<file path="config.mk">
export PLATFORM = sky130hd
export DESIGN_NAME = ludf_div
export DESIGN_NICKNAME = d
export VERILOG_FILES = /design/src/hw/rtl/ludf_pkg.sv /design/src/hw/rtl/ludf_div.sv
export SDC_FILE = /design/constraint.sdc
export NUM_CORES = 1
export LEC_CHECK = 0
export BUFFER_PORTS_ARGS = -buffer_cell sky130_fd_sc_hd__buf_2
export CORE_MARGIN = 2
export CORE_UTILIZATION = 55
export DETAILED_ROUTE_END_ITERATION = 8
export GPL_TIMING_DRIVEN = 1
export HOLD_SLACK_MARGIN = 0.03
export PLACE_DENSITY_LB_ADDON = 0.12
export RECOVER_POWER = 50
export SLEW_MARGIN = 40
export SYNTH_ARGS = -nofsm -noshare
export SYNTH_HDL_FRONTEND = slang
export SYNTH_SLANG_ARGS = --single-unit
</file>
<file path="constraint.sdc">
create_clock -name i_clk -period 6.9 [get_ports i_clk]
set_input_delay 0.69 -clock i_clk [delete_from_list [all_inputs] [get_ports i_clk]]
set_output_delay 0.69 -clock i_clk [all_outputs]
set_load 0.005 [all_outputs]
</file>
<file path="src/hw/rtl/ludf_pkg.sv">
package ludf_pkg;

    localparam int unsigned MAX_DIM_DEF = 8;
    localparam int unsigned DATA_W      = 32;
    localparam int unsigned IDX_W       = 3;
    localparam int unsigned SIZE_W      = 4;
    localparam int unsigned SIZE_RESET  = 8;
    localparam logic signed [DATA_W-1:0] Q_ONE = 32'sh0001_0000;

    typedef struct packed {
        logic signed [DATA_W-1:0] element_value;
    } t_in_req;

    typedef struct packed {
        logic [IDX_W-1:0]         row_index;
        logic [IDX_W-1:0]         column_index;
        logic signed [DATA_W-1:0] lower_value;
        logic signed [DATA_W-1:0] upper_value;
        logic                     pivot_fault;
        logic                     last_result;
    } t_out_req;

    // shared divider handshake
    typedef struct packed {
        logic                     start;
        logic signed [DATA_W-1:0] num;
        logic signed [DATA_W-1:0] den;
    } t_div_cmd;

    typedef struct packed {
        logic                     done;
        logic signed [DATA_W-1:0] quot;
    } t_div_rsp;

    function automatic logic signed [DATA_W-1:0] sat32(input logic signed [65:0] v);
        if (v > 66'sd2147483647)       sat32 = 32'sh7FFF_FFFF;
        else if (v < -66'sd2147483648) sat32 = 32'sh8000_0000;
        else                           sat32 = v[DATA_W-1:0];
    endfunction

endpackage

</file>
<file path="src/hw/rtl/ludf_div.sv">
// Restoring divider: |num|<<16 / |den|, one quotient bit a cycle.
module ludf_div (
    input  logic              i_clk,
    input  logic              i_rst_n,
    input  ludf_pkg::t_div_cmd i_cmd,
    output ludf_pkg::t_div_rsp o_rsp
);
    import ludf_pkg::*;

    localparam int unsigned NUM_W = 48;
    localparam int unsigned CNT_W = 6;

    logic              r_busy, n_busy;
    logic [CNT_W-1:0]  r_cnt, n_cnt;
    logic [NUM_W-1:0]  r_q, n_q;
    logic [DATA_W:0]   r_rem, n_rem;
    logic [DATA_W-1:0] r_den, n_den;
    logic              r_neg, n_neg;
    logic              r_done, n_done;
    logic [DATA_W:0]   w_shift;
    logic [DATA_W:0]   w_diff;
    logic signed [65:0] w_sq;

    always_comb begin
        n_busy = r_busy;
        n_cnt  = r_cnt;
        n_q    = r_q;
        n_rem  = r_rem;
        n_den  = r_den;
        n_neg  = r_neg;
        n_done = 1'b0;
        w_shift = {r_rem[DATA_W-1:0], r_q[NUM_W-1]};
        w_diff  = w_shift - {1'b0, r_den};
        if (i_cmd.start) begin
            n_busy = 1'b1;
            n_cnt  = CNT_W'(NUM_W);
            n_q    = {(i_cmd.num[DATA_W-1] ? DATA_W'(-i_cmd.num) : DATA_W'(i_cmd.num)),
                      16'h0};
            n_rem  = '0;
            n_den  = i_cmd.den[DATA_W-1] ? DATA_W'(-i_cmd.den) : DATA_W'(i_cmd.den);
            n_neg  = i_cmd.num[DATA_W-1] ^ i_cmd.den[DATA_W-1];
        end else if (r_busy) begin
            if (!w_diff[DATA_W]) begin
                n_rem = w_diff;
                n_q   = {r_q[NUM_W-2:0], 1'b1};
            end else begin
                n_rem = w_shift;
                n_q   = {r_q[NUM_W-2:0], 1'b0};
            end
            n_cnt = r_cnt - 1'b1;
            if (r_cnt == CNT_W'(1)) begin
                n_busy = 1'b0;
                n_done = 1'b1;
            end
        end
    end

    always_ff @(posedge i_clk) begin
        if (!i_rst_n) begin
            r_busy <= 1'b0;
            r_done <= 1'b0;
            r_cnt  <= '0;
        end else begin
            r_busy <= n_busy;
            r_done <= n_done;
            r_cnt  <= n_cnt;
        end
        r_q   <= n_q;
        r_rem <= n_rem;
        r_den <= n_den;
        r_neg <= n_neg;
    end

    always_comb begin
        w_sq = r_neg ? -$signed({18'd0, r_q}) : $signed({18'd0, r_q});
        o_rsp.done = r_done;
        o_rsp.quot = sat32(w_sq);
    end
endmodule

</file>
==> results.toml <==
[critical_path]
cp.required_ps = 7060
start_kind = "input port"
reg2reg_to = "r_rem[13]"
ff2ff_path_depth = 13
cp_max_fo = 59
ff2ff_setup_slack_ps = 3050
arrival_ps = 5550
r2r_start = "r_q[47]"
endpoint_kind = "flop"
path_class = "in -> reg"

[global_routing]
grt_antenna_before_repair = 0
grt_max_degree = 60
grt_pass1_wl_mm = 34.8
grt_overflow = 0
grt_pass1_vias = 7115
grt_use_total_pct = 23.9

[sta]
slew_headroom_pct = -84.0
worst_hold_slack_ps = 485
finalMaxSlewViolations = 180
worst_pin_slew_ps = 2760
rsz0062_at_grt = "false"
fin_crit_sh_pct = 78.1
skew_ps = 7.13
max_freq_mhz = 186
post-route-min-period_ps = 5390
hold_violations = 0
setup_viol = 0
finalSetupTns_ps = 0

[pwr]
finalPower_mw = 2.32
p_per_area_nw_per_um2 = 225
ir_drop_v = 0.000181
p_leak_nw = 4.08

[finish]
layout_commonest_cell = "buf_2"
final_area_um2 = 10300
nets = 1211
final_cell_mix = "buf_2 (94), xnor2_1 (83), nor2_1 (79)"
multi_input_area_um2 = 5650
register_area_um2 = 3070
syn_to_final_growth_pct = 12.9
fillers = 1414
diodes = 0
fin_cells = 1339
layout-drive-gt1-share_pct = 15.3

[cts]
cts_hold_buf = 0
clk_latency_ps = 420
clock_path_buffers = 2
cts_buffers = 17
post_cts_buffers = 0
htreeDepth = 4
cts.clk_slew.worst_paths_ps = 60
cts_tree = "yes"
cts_root_buffer = "clkbuf_16"
cts_sinks = 121
cts.repair.resized = 0

[drt]
ant_nets = 0
drtIter0Drc = 654
drtPass1Iterations = 5
drt-total-wl_mm = 20.6
vias = 7681
avgRoutedWirePerCell_um = 15.4
drc_errors = 0
viasPerCell = 5.74

[floorplanning]
initial_utilization_pct = 55.8
core-area_um2 = 16400
die_y_um = 133
rows = 47
io_pins = 100
dieArea_um2 = 17700
die_w_um = 133

[synthesis]
ys_ff_latch = 121
yosysSeqAreaShare_pct = 33.6
synth-edff-count = 65
netlist_area_um2 = 9150
synth_top_flop_cell = "edfxtp_1"
avgSynthCellArea_um2 = 8.87
synth_top_area_share_pct = 21.3
synth_cell_type_count = 72
ys_top_cells_by_area = "edfxtp_1 (21%), dfxtp_1 (12%), xnor2_1 (7.9%)"
ys_warn_count = 0
synth_cells = 1031
async_flop_share_pct = 0
syn-num-nets = 1136
synth_area_leader_cell = "edfxtp_1"

[placement]
place_area_um2 = 9780
place_inst = 1307
gp_congestion = 0.887
dp_hpwl_mm = 14.8
io_buffers = 99

[min_path]
hold_depth = 2
hold_path.class = "reg -> reg"
worstHoldStart = "r_rem[15]"
worstHoldEndpoint = "r_rem[15]"

[run_status]
violations = "max-capacitance violations, max-slew violations"
status = "finished with violations"

[run]
maxCapViolCount = 4
==> worst max-delay path: stages <==
cell and delay (ps):
clkbuf_1 1900, clkbuf_1 1750, nor2_2 -40, clkbuf_1 700, a22o_1 480
==> power by group <==
part           total [mW]  switching (mW)  internal (mW)
combinational       0.596           0.336          0.260
clock               0.842           0.311          0.530
sequential          0.886          0.0548          0.832
total                2.32           0.703           1.62
==> routing by layer <==
metal / wire length (um) / GRT usage (%) / up-vias
li1: - / - / 3958
met2: 9240 / 38.1 / 193
met3: 1010 / 3.79 / 28
met4: 302 / 6.81 / 0
met1: 10100 / 33.7 / 3502
met5: 0 / 0 / -
==> how the worst max path moves through the flow <==
stage,from,end,slack [ps],cells past startpoint
floorplan,r_q[27],o_rsp[12],3030,10
global placement,r_q[28],o_rsp[2],2210,10
detailed placement,r_q[27],o_rsp[4],2310,10
CTS,r_q[34],o_rsp[4],1850,10
global route,i_cmd[64],r_q[45],940,5
finish,i_cmd[64],r_q[32],1510,5
==> cells in the mapped netlist, types with 3 or more instances <==
| cell | instances |
|---|---|
| dfxtp_1 | 56 |
| nand3b_1 | 5 |
| or3_1 | 12 |
| nand4_1 | 9 |
| o31ai_1 | 30 |
| nor3_1 | 17 |
| edfxtp_1 | 65 |
| mux2i_1 | 44 |
| o41ai_1 | 16 |
| o21a_1 | 14 |
| buf_2 | 5 |
| ha_1 | 37 |
| nand3_1 | 22 |
| a21o_1 | 13 |
| a31oi_1 | 6 |
| nand2_1 | 77 |
| xor2_1 | 44 |
| nor2b_1 | 9 |
| nor2_1 | 80 |
| and3_1 | 3 |
| buf_6 | 3 |
| a211oi_1 | 18 |
| o31a_1 | 3 |
| xnor2_1 | 83 |
| or4_1 | 22 |
| o211ai_1 | 4 |
| nand2b_1 | 9 |
| o21ai_0 | 72 |
| a22o_1 | 30 |
| o21ai_2 | 20 |
| nor3b_1 | 3 |
| nor4_1 | 14 |
| or2_2 | 3 |
| inv_1 | 61 |
| nor4_2 | 3 |
| a21oi_1 | 27 |
| clkbuf_1 | 40 |
| o21bai_1 | 3 |
| o22ai_1 | 5 |
==> layout make-up <==
class / count / share of cell area, %
Multi-Input combinational cell: 798 / 54.7
Sequential cell: 121 / 29.8
Timing Repair Buffer: 107 / 5.28
Clock buffer: 24 / 4.76
Tap cell: 220 / 2.66
Inverter: 61 / 2.22
Clock inverter: 8 / 0.654
==> sequential cells by signal, summed over array words and instances, names as in the netlist <==
signal and cells:
r_q 48, r_den 32, r_rem 32, r_cnt 6, r_busy 1, r_done 1
r_neg 1
==> through the flow <==
stage               util, %  setup slack, ps
global placement       59.5             2210
floorplan                 -             3030
global route           63.0              941
CTS                    63.0             1850
finish                 63.0             1510
detailed placement     59.6             2310
==> cells by family (layout without fill, tap and decap cells) <==
group,Yosys count,after routing,synth area share [%]
buf+inv,112,200,4.99
mux,44,44,4.81
fa+ha+maj,38,38,5.28
simple gates,305,305,17.3
flops,121,121,33.6
compound gates,284,284,21.9
xor+xnor,127,127,12.2
No activity file was read; power rests on OpenSTA's default activity.
